$ cat src/psrq_pkg.sv
`timescale 1ns / 1ps
package psrq_pkg;

  localparam int DEPTH  = 1024;
  localparam int ADDR_W = (DEPTH > 1) ? $clog2(DEPTH) : 1;
  localparam int CNT_W  = $clog2(DEPTH + 1);
  localparam int POS_W  = 11;
  localparam int VAL_W  = 32;
  localparam int SUM_W  = 42;
  localparam int KIND_W = 2;
  localparam int STAT_W = 2;
  // width for comparing positions against the element count
  localparam int CMP_W  = (CNT_W > POS_W) ? CNT_W + 1 : POS_W + 1;

  typedef enum logic [KIND_W-1:0] {
    KIND_LOAD   = 2'd0,
    KIND_UPDATE = 2'd1,
    KIND_QUERY  = 2'd2
  } kind_e;

  typedef enum logic [STAT_W-1:0] {
    STATUS_OK      = 2'd0,
    STATUS_BAD_POS = 2'd1,
    STATUS_FULL    = 2'd2
  } status_e;

  typedef enum logic [2:0] {
    ST_IDLE,
    ST_LOAD_WR,
    ST_UPD_DIFF,
    ST_UPD_SWEEP,
    ST_QRY_LO,
    ST_QRY_SUB,
    ST_RESPOND
  } state_e;

  typedef struct packed {
    logic              val_re;
    logic              val_we;
    logic [ADDR_W-1:0] val_addr;
    logic [VAL_W-1:0]  val_wdata;
    logic              pre_re;
    logic [ADDR_W-1:0] pre_raddr;
    logic              pre_we;
    logic [ADDR_W-1:0] pre_waddr;
    logic [SUM_W-1:0]  pre_wdata;
  } mem_req_t;

  function automatic logic [SUM_W-1:0] sext_val(input logic [VAL_W-1:0] v);
    return {{(SUM_W - VAL_W){v[VAL_W-1]}}, v};
  endfunction

endpackage

$ cat src/psrq_req_if.sv
`timescale 1ns / 1ps
interface psrq_req_if;
  logic                             valid;
  logic                             ready;
  logic [psrq_pkg::KIND_W-1:0]      kind;
  logic [psrq_pkg::POS_W-1:0]       first_position;
  logic [psrq_pkg::POS_W-1:0]       last_position;
  logic signed [psrq_pkg::VAL_W-1:0] item_value;

  modport source (output valid, kind, first_position, last_position, item_value,
                  input ready);
  modport sink (input valid, kind, first_position, last_position, item_value,
                output ready);
endinterface

$ cat src/psrq_rsp_if.sv
`timescale 1ns / 1ps
interface psrq_rsp_if;
  logic                              valid;
  logic                              ready;
  logic signed [psrq_pkg::SUM_W-1:0] range_sum;
  logic [psrq_pkg::STAT_W-1:0]       status;

  modport source (output valid, range_sum, status, input ready);
  modport sink (input valid, range_sum, status, output ready);
endinterface

$ cat src/psrq_ctrl.sv
`timescale 1ns / 1ps
module psrq_ctrl (
  input  logic                       clk,
  input  logic                       rst,
  psrq_req_if.sink                   req,
  psrq_rsp_if.source                 rsp,
  output psrq_pkg::mem_req_t         mreq,
  input  logic [psrq_pkg::VAL_W-1:0] val_rdata,
  input  logic [psrq_pkg::SUM_W-1:0] pre_rdata
);

  localparam int CMP_W  = psrq_pkg::CMP_W;
  localparam int ADDR_W = psrq_pkg::ADDR_W;
  localparam int CNT_W  = psrq_pkg::CNT_W;
  localparam int SUM_W  = psrq_pkg::SUM_W;
  localparam int VAL_W  = psrq_pkg::VAL_W;
  localparam int POS_W  = psrq_pkg::POS_W;

  psrq_pkg::state_e  state, state_next;
  logic [CNT_W-1:0]  count;
  logic [VAL_W-1:0]  val_reg;
  logic [POS_W-1:0]  first_reg;
  logic [SUM_W-1:0]  diff;
  logic [SUM_W-1:0]  hi_sum;
  logic [ADDR_W-1:0] sweep_addr;
  logic [SUM_W-1:0]  res_sum;
  psrq_pkg::status_e res_status;
  psrq_pkg::status_e acc_status;
  logic              out_valid;
  logic [SUM_W-1:0]  out_sum;
  psrq_pkg::status_e out_status;

  logic             accept;
  logic             slot_free;
  logic [CMP_W-1:0] first_c, last_c, cnt_c, first_reg_c;
  logic             full, upd_ok, qry_ok, sweep_more, need_lo;

  assign req.ready     = (state == psrq_pkg::ST_IDLE);
  assign accept        = req.valid && req.ready;
  assign slot_free     = !out_valid || rsp.ready;
  assign rsp.valid     = out_valid;
  assign rsp.range_sum = out_sum;
  assign rsp.status    = out_status;

  assign first_c     = CMP_W'(req.first_position);
  assign last_c      = CMP_W'(req.last_position);
  assign cnt_c       = CMP_W'(count);
  assign first_reg_c = CMP_W'(first_reg);
  assign full        = (cnt_c == CMP_W'(psrq_pkg::DEPTH));
  assign upd_ok      = (first_c != '0) && (first_c <= cnt_c);
  assign qry_ok      = (first_c != '0) && (last_c >= first_c) && (last_c <= cnt_c);
  assign sweep_more  = (CMP_W'(sweep_addr) + CMP_W'(1)) < cnt_c;
  assign need_lo     = first_reg_c >= CMP_W'(2);

  always_comb begin
    acc_status = psrq_pkg::STATUS_BAD_POS;
    case (req.kind)
      psrq_pkg::KIND_LOAD: begin
        acc_status = full ? psrq_pkg::STATUS_FULL : psrq_pkg::STATUS_OK;
      end
      psrq_pkg::KIND_UPDATE: begin
        acc_status = upd_ok ? psrq_pkg::STATUS_OK : psrq_pkg::STATUS_BAD_POS;
      end
      psrq_pkg::KIND_QUERY: begin
        acc_status = qry_ok ? psrq_pkg::STATUS_OK : psrq_pkg::STATUS_BAD_POS;
      end
      default: begin
        acc_status = psrq_pkg::STATUS_BAD_POS;
      end
    endcase
  end

  // next state
  always_comb begin
    state_next = state;
    case (state)
      psrq_pkg::ST_IDLE: begin
        if (accept) begin
          if (acc_status != psrq_pkg::STATUS_OK) begin
            state_next = psrq_pkg::ST_RESPOND;
          end else begin
            case (req.kind)
              psrq_pkg::KIND_LOAD:   state_next = psrq_pkg::ST_LOAD_WR;
              psrq_pkg::KIND_UPDATE: state_next = psrq_pkg::ST_UPD_DIFF;
              psrq_pkg::KIND_QUERY:  state_next = psrq_pkg::ST_QRY_LO;
              default:               state_next = psrq_pkg::ST_RESPOND;
            endcase
          end
        end
      end
      psrq_pkg::ST_LOAD_WR:   state_next = psrq_pkg::ST_RESPOND;
      psrq_pkg::ST_UPD_DIFF:  state_next = psrq_pkg::ST_UPD_SWEEP;
      psrq_pkg::ST_UPD_SWEEP: begin
        if (!sweep_more) begin
          state_next = psrq_pkg::ST_RESPOND;
        end
      end
      psrq_pkg::ST_QRY_LO: begin
        state_next = need_lo ? psrq_pkg::ST_QRY_SUB : psrq_pkg::ST_RESPOND;
      end
      psrq_pkg::ST_QRY_SUB:   state_next = psrq_pkg::ST_RESPOND;
      psrq_pkg::ST_RESPOND: begin
        if (slot_free) begin
          state_next = psrq_pkg::ST_IDLE;
        end
      end
      default: state_next = psrq_pkg::ST_IDLE;
    endcase
  end

  // memory requests
  always_comb begin
    mreq = '0;
    case (state)
      psrq_pkg::ST_IDLE: begin
        if (accept && acc_status == psrq_pkg::STATUS_OK) begin
          case (req.kind)
            psrq_pkg::KIND_LOAD: begin
              mreq.pre_re    = (count != '0);
              mreq.pre_raddr = ADDR_W'(count - CNT_W'(1));
            end
            psrq_pkg::KIND_UPDATE: begin
              mreq.val_re   = 1'b1;
              mreq.val_addr = ADDR_W'(req.first_position - POS_W'(1));
            end
            psrq_pkg::KIND_QUERY: begin
              mreq.pre_re    = 1'b1;
              mreq.pre_raddr = ADDR_W'(req.last_position - POS_W'(1));
            end
            default: begin
              mreq.pre_re = 1'b0;
            end
          endcase
        end
      end
      psrq_pkg::ST_LOAD_WR: begin
        mreq.val_we    = 1'b1;
        mreq.val_addr  = ADDR_W'(count);
        mreq.val_wdata = val_reg;
        mreq.pre_we    = 1'b1;
        mreq.pre_waddr = ADDR_W'(count);
        mreq.pre_wdata = ((count == '0) ? '0 : pre_rdata) + psrq_pkg::sext_val(val_reg);
      end
      psrq_pkg::ST_UPD_DIFF: begin
        mreq.val_we    = 1'b1;
        mreq.val_addr  = ADDR_W'(first_reg - POS_W'(1));
        mreq.val_wdata = val_reg;
        mreq.pre_re    = 1'b1;
        mreq.pre_raddr = ADDR_W'(first_reg - POS_W'(1));
      end
      psrq_pkg::ST_UPD_SWEEP: begin
        // write entry read last cycle, fetch the one after it
        mreq.pre_we    = 1'b1;
        mreq.pre_waddr = sweep_addr;
        mreq.pre_wdata = pre_rdata + diff;
        mreq.pre_re    = sweep_more;
        mreq.pre_raddr = sweep_addr + ADDR_W'(1);
      end
      psrq_pkg::ST_QRY_LO: begin
        mreq.pre_re    = need_lo;
        mreq.pre_raddr = ADDR_W'(first_reg - POS_W'(2));
      end
      default: begin
        mreq = '0;
      end
    endcase
  end

  always_ff @(posedge clk) begin
    if (rst) begin
      state     <= psrq_pkg::ST_IDLE;
      count     <= '0;
      out_valid <= 1'b0;
    end else begin
      state <= state_next;
      if (state == psrq_pkg::ST_LOAD_WR) begin
        count <= count + CNT_W'(1);
      end
      if (state == psrq_pkg::ST_RESPOND && slot_free) begin
        out_valid <= 1'b1;
      end else if (rsp.ready) begin
        out_valid <= 1'b0;
      end
    end
  end

  always_ff @(posedge clk) begin
    if (accept) begin
      val_reg    <= req.item_value;
      first_reg  <= req.first_position;
      res_sum    <= '0;
      res_status <= acc_status;
    end
    case (state)
      psrq_pkg::ST_UPD_DIFF: begin
        diff       <= psrq_pkg::sext_val(val_reg) - psrq_pkg::sext_val(val_rdata);
        sweep_addr <= ADDR_W'(first_reg - POS_W'(1));
      end
      psrq_pkg::ST_UPD_SWEEP: begin
        sweep_addr <= sweep_addr + ADDR_W'(1);
      end
      psrq_pkg::ST_QRY_LO: begin
        if (need_lo) begin
          hi_sum <= pre_rdata;
        end else begin
          res_sum <= pre_rdata;
        end
      end
      psrq_pkg::ST_QRY_SUB: begin
        res_sum <= hi_sum - pre_rdata;
      end
      psrq_pkg::ST_RESPOND: begin
        if (slot_free) begin
          out_sum    <= res_sum;
          out_status <= res_status;
        end
      end
      default: begin
      end
    endcase
  end

endmodule

$ cat src/flat_wrapper.sv
// flat-port wrapper written by rule: the top's interface ports become plain ports
module psrq_ctrl_flat 
  (clk, rst, mreq, val_rdata, pre_rdata, req_valid, req_kind, req_first_position, req_last_position, req_item_value, req_ready, rsp_valid, rsp_range_sum, rsp_status, rsp_ready);
  psrq_req_if req_i ();
  psrq_rsp_if rsp_i ();
  input  logic clk;
  input  logic rst;
  output psrq_pkg::mem_req_t mreq;
  input  logic [psrq_pkg::VAL_W-1:0] val_rdata;
  input  logic [psrq_pkg::SUM_W-1:0] pre_rdata;
  input wire logic [$bits(req_i.valid)-1:0] req_valid;
  input wire logic [$bits(req_i.kind)-1:0] req_kind;
  input wire logic [$bits(req_i.first_position)-1:0] req_first_position;
  input wire logic [$bits(req_i.last_position)-1:0] req_last_position;
  input wire logic [$bits(req_i.item_value)-1:0] req_item_value;
  output wire logic [$bits(req_i.ready)-1:0] req_ready;
  output wire logic [$bits(rsp_i.valid)-1:0] rsp_valid;
  output wire logic [$bits(rsp_i.range_sum)-1:0] rsp_range_sum;
  output wire logic [$bits(rsp_i.status)-1:0] rsp_status;
  input wire logic [$bits(rsp_i.ready)-1:0] rsp_ready;
  assign req_i.valid = req_valid;
  assign req_i.kind = req_kind;
  assign req_i.first_position = req_first_position;
  assign req_i.last_position = req_last_position;
  assign req_i.item_value = req_item_value;
  assign req_ready = req_i.ready;
  assign rsp_valid = rsp_i.valid;
  assign rsp_range_sum = rsp_i.range_sum;
  assign rsp_status = rsp_i.status;
  assign rsp_i.ready = rsp_ready;
  psrq_ctrl u_core (.clk(clk), .rst(rst), .req(req_i), .rsp(rsp_i), .mreq(mreq), .val_rdata(val_rdata), .pre_rdata(pre_rdata));
endmodule
$ cat config.mk
export PLATFORM = sky130hd
export DESIGN_NAME = psrq_ctrl_flat
export DESIGN_NICKNAME = d
export VERILOG_FILES = /design/src/psrq_pkg.sv /design/src/psrq_req_if.sv /design/src/psrq_rsp_if.sv /design/src/psrq_ctrl.sv /design/src/flat_wrapper.sv
export SDC_FILE = /design/constraint.sdc
export NUM_CORES = 1
export LEC_CHECK = 0
export BUFFER_PORTS_ARGS = -buffer_cell sky130_fd_sc_hd__buf_2
export CAP_MARGIN = 20
export CORE_MARGIN = 3
export CORE_UTILIZATION = 54
export CTS_BUF_LIST = sky130_fd_sc_hd__clkbuf_8
export CTS_CLUSTER_SIZE = 8
export DETAILED_ROUTE_END_ITERATION = 10
export GPL_ROUTABILITY_DRIVEN = 1
export GPL_TIMING_DRIVEN = 1
export PLACE_DENSITY = 0.84
export SETUP_SLACK_MARGIN = 0.5
export SYNTH_ARGS = -nofsm -noshare
export SYNTH_HDL_FRONTEND = slang
export SYNTH_SLANG_ARGS = --single-unit
$ cat constraint.sdc
create_clock -name clk -period 4.6 [get_ports clk]
set_clock_uncertainty 0.2 [all_clocks]
set_input_delay 0.46 -clock clk [delete_from_list [all_inputs] [get_ports clk]]
set_output_delay 0.46 -clock clk [all_outputs]
set_load 0.005 [all_outputs]
== After elaboration in Yosys (flattened, before gate mapping) ==
Cells that the tools add are included.
Widths: inputs -> output; s select.
Cells by class
  order comparisons: 5
  reductions and logical operators: 22
  eq/ne operators: 12
  multiplexer cells: 31
  add/sub/neg operators: 12
Operators with widths (count)
  $mux 42: 3
  $pmux 53 s2: 1
  $add 42x42->42: 2
  $pmux 42 s2: 1
  $pmux 11 s4: 1
  $sub 42x42->42: 1
  $pmux 10 s2: 2
  $sub 10x1->10 const B: 4
  $sub 32x32->33: 1
  $mux 32: 1
  $pmux 10 s3: 1
  $le 11x11->1: 2
  $mux 10: 2
  $pmux 3 s6: 1
  $mux 3: 4
  $reduce_bool 12->1: 1
  $add 10x1->11 const B: 1
  $add 11x1->11 const B: 1
  $eq 11x11->1 const B: 1
  $ge 11x11->1: 1
  $ge 11x2->1 const B: 1
  $logic_not 11->1: 1
  $lt 11x11->1: 1
  $mux 11: 1
  24 further kinds: 46
Storage, ports and cells
  output and inout port bits: 154
  input port bits: 134
  flip-flop bits (word level): 240

== Depth between registers and ports, before layout ==
  depth in word-level cells: 9
  mapped depth: 20
  gate-level depth less buffers: 18

== Worst setup path after synthesis ==
No wires, ideal clock.
  kind: reg2out
  start point: register u_core.count[0]
  end point: output port mreq[39] (netlist bit)
  required time: 3940 ps
  stages on the path, launching flop included: 20
  slack: -7 ps
  path buffers: 2
  arrival: 3947 ps
  path through: dfxtp_1 > clkbuf_1 > inv_1 > ha_1 > nor4b_1 > nand4_1 > clkbuf_1 > nand2_1 > inv_1 > ha_1 > a21o_1 > a21oi_1 > a21oi_1 > o22ai_1 > o311a_1 > o31ai_2 > and4_4 > o21ai_1 > or4_1 > nand4_1
RTL lines
  start: declaration: line psrq_ctrl.sv:20  | logic [CNT_W-1:0] count;
  start signal: assignment: line psrq_ctrl.sv:177  | count <= count + CNT_W'(1);
  end: declaration: line flat_wrapper.sv:8  | output psrq_pkg::mem_req_t mreq;

==> parameters.txt <==
Parameter                              Value

Layout
  Area used by multi-input combinational logic ... 13500 sq um
  Share of post-route cells with drive strength above 1 ... approximately 27%
  Number of nets in the finished design ... 3019
  Most common library cell in the layout ignoring fill and taps ... sky130_fd_sc_hd__buf_2
  Most frequent cells in the layout ... 284 x sky130_fd_sc_hd__buf_2, 182 x sky130_fd_sc_hd__nor2_1, 177 x sky130_fd_sc_hd__ha_1, 174 x sky130_fd_sc_hd__edfxtp_1, 159 x sky130_fd_sc_hd__inv_1
  Utilization after layout ... 74.1%
  Number of filler cells placed in the layout ... 2422
  Total area of sequential cells ... 6370 sq um
  Area of all placed cells without fillers ... ~26000 sq um
  Area growth from synthesis to layout ... 34.5%
  Final cell count without fillers ... about 3200

Timing
  Setup WS post-layout ... -0.743 ns
  Max Clk Rate ... roughly 190 MHz
  Post-route fraction of the period consumed by the critical path ... 116%
  Final hold violations ... 0
  Total negative slack for setup checks ... -22.19 ns
  RSZ-0062 raised after global routing ... true
  Final critical-path required period ... 5.34 ns
  Worst Hold Margin ... 0.0503 ns
  Slew at the pin closest to its max-slew limit ... 0.982 ns
  Number of setup violations in the final report ... 55
  Worst slew margin relative to its limit ... 32.8%
  Max Slew Vio Count ... 0

Die
  Total Die Area ... 37800 sq um
  Die Width ... 195 um
  Die span in y ... 195 um
  Standard-cell row count ... 68
  Initial core utilization ... 55.1%
  I/O pin count ... 288
  Area of the core ... 34800 sq um

Logic synthesis
  Top cells by area in the synthesized netlist ... sky130_fd_sc_hd__edfxtp_1 27%, sky130_fd_sc_hd__ha_1 13%, sky130_fd_sc_hd__dfxtp_1 5.9%, sky130_fd_sc_hd__xnor2_1 4.8%, sky130_fd_sc_hd__a21oi_1 4.4%
  Syn Std Cell Area ... approximately 19000 sq um
  Unique cell type count in the Yosys netlist ... 81
  Largest area contributor in the netlist ... sky130_fd_sc_hd__edfxtp_1
  Yosys warns ... 0
  Sequential-to-total area share from yosys stat ... between 30% and 40%
  Share of synthesized flip-flops with an asynchronous set or reset ... 0%
  Synthesized flop and latch total ... 231
  Post-Synthesis Net Count ... ~2500
  Number of flops mapped to enable cells by yosys ... 174
  Ys flop type ... sky130_fd_sc_hd__edfxtp_1
  Syn Area/Cell ... about 8.9 sq um
  Gate count after technology mapping ... 2163
  Proportion of netlist area held by the largest area contributor ... 27.2%

Min path
  Class of the most critical hold timing path ... input pin to flip-flop
  Worst Min Path Start ... val_rdata[0]

Global routing
  Number of global-route vias before repair ... about 19000
  Maximum number of pins on one net before global-route repair ... 46
  Antenna violations before repair ... 2
  Remaining global-route overflow ... 0
  Combined global-route utilization of all metal layers ... 34.9%
  Global-route wire length before repair ... 106000 um

Place
  Number of port buffers ... 287
  Total instance count after detailed placement ... between 2000 and 3000
  Detailed placement HPWL ... 48500 um
  Instance area at placement ... ~22000 sq um
  Final weighted congestion in routability-driven placement ... between 0.9 and 1
  Setup Slack @ Placement ... -0.0520 ns

Clock network
  Clock buffers created by TritonCTS ... 42
  H-tree lvl count ... 2
  Clock tree from TritonCTS ... built
  CTS Root Cell ... sky130_fd_sc_hd__clkbuf_8
  Clock edge transition at the registers on the reported setup and hold paths ... 0.06 ns
  Number of sinks handled by clock tree synthesis ... 231
  Worst-Skew Late Latency ... between 0.6 and 0.7 ns
  Longest Clk Path Bufs ... 3

Worst setup path
  Path type of the worst setup path ... flip-flop to primary output
  Slowest cell on the critical path ... sky130_fd_sc_hd__nor3_1
  Maximum single-stage delay on the critical path ... 0.33 ns
  Worst-path cell chain ... inv_2 > ha_4 > nor4b_4 > nand4_1 > buf_6 > buf_6 > buf_16 > buf_4 > and2_1 > ha_2 > a21o_1 > a21oi_1 > nor2b_1 > nor3_1 > nand4_1 > a41oi_2 > o21bai_2 > a31oi_1 > xor2_1 > o221ai_1 > buf_2
  Buffering stage count on the worst path with inverters included ... 6
  Maximum fanout encountered on the critical timing path ... 7
  Crit. End Element ... primary output
  Req. time, crit path ... 3.94 ns
  Origin of the worst setup path ... u_core.count[1]$_SDFFE_PP0P_
  Top cell family by delay on the critical path ... simple AND/OR/NAND/NOR gates
  Worst flop-to-flop path startpoint ... u_core.count[1]$_SDFFE_PP0P_
  Sort of element at the start of the critical path ... flip-flop
  Arrival @ worst endpoint ... approximately 4.7 ns

Route
  Number of DRC violations after detailed-routing iteration 0 ... 2428
  Final routed wirelength across all metal layers ... 71800 um
  Drt wl/cell ... 22.7 um
  Detailed-router iteration count before antenna repair ... 6
  Final antenna-violating net count ... 0
  Vias after detailed routing ... 20195
  Vias per inst ... between 6 and 7
  Number of remaining DRC errors ... 0

Pwr
  Static Leak ... 11.4 nW
  Max IR drop VDD ... 0.000444 V
  Cell area power density ... roughly 550 nW/um^2
  PnR Total Power ... roughly 14 mW

Outcome
  Failing checks ... setup timing
  Outcome ... finished with violations

Job
  Max Cap Viol ... 0
## worst register-to-register path, delay by kind of cell, from the launching register on
| kind | cells | cell delay, ns |
|---|---|---|
| AOI/OAI and AO/OA | 9 | 1.49 |
| and+or+nand+nor | 1 | 0.25 |
| DFF | 1 | 0.33 |
| buffers and inverters | 14 | 1.53 |
| adders and majority gates | 1 | 0.22 |
## cell usage after synthesis (49+ instances only)
cell type and n:
sky130_fd_sc_hd__o21ai_0 123, sky130_fd_sc_hd__a21oi_1 167, sky130_fd_sc_hd__edfxtp_1 174, sky130_fd_sc_hd__dfxtp_1 57, sky130_fd_sc_hd__xnor2_1 105, sky130_fd_sc_hd__nand2_1 109, sky130_fd_sc_hd__ha_1 207, sky130_fd_sc_hd__a21o_1 85
sky130_fd_sc_hd__inv_1 151, sky130_fd_sc_hd__and2_1 80, sky130_fd_sc_hd__nand3_1 49, sky130_fd_sc_hd__xor2_1 53, sky130_fd_sc_hd__nor2_1 198, sky130_fd_sc_hd__clkbuf_1 55
## layer usage
| layer | track usage (%) | share of wire (%) | up-vias |
|---|---|---|---|
| met5 | 0 | 0 | - |
| met4 | 18.9 | 6.4 | 0 |
| met3 | 7.73 | 12 | 340 |
| met2 | 55.1 | 44 | 1355 |
| met1 | 44.8 | 38 | 9443 |
| li1 | - | - | 9057 |
## cell type report
type,count,share of cell area [%]
tap,455,2.21
timing repair buffer,538,15.2
sequential,231,24.7
multi-input combinational,1710,52.2
antenna,1,0.00970
inverter,151,2.21
clock buffer,50,2.67
clock inverter,27,0.786
## kinds of logic (layout without fill, tap and decap cells)
logic type,Yosys count,count (layout),share of synthesized area (%)
muxes,30,30,1.58
and+or+nand+nor,655,655,17.1
adders and majority gates,211,211,13.9
DFF,231,231,33.2
buffers and inverters,222,766,4.45
other,0,1,0
xor gates and xnor gates,158,158,7.21
AOI/OAI and AO/OA,656,656,22.6
## path summary, 6_finish.rpt
path	to	slack [ns]	cells past startpoint
hold reg to reg	u_core.rsp.range_sum[23]$_DFFE_PP_	0.22	0
setup reg to reg	u_core.state[0]$_SDFFE_PP0P_	0.46	25
hold / removal	u_core.diff[0]$_DFFE_PP_	0.05	3
setup / recovery	mreq[38]	-0.74	21
## what timing repair did
action	4_1_cts	5_1_grt
pin swaps	125	75
gates resized for setup	244	71
endpoints found under the hold margin	114	0
buffers inserted	75	16
endpoints found under the setup margin	58	64
hold buffers	86	0
gates cloned	7	0
## report_power, final
part,switching [mW],leakage [nW],internal (mW)
clock,0.910,0.503,1.16
combinational,4.92,8.81,3.56
sequential,0.498,2.09,3.07
(Power assumes the default switching activity.)
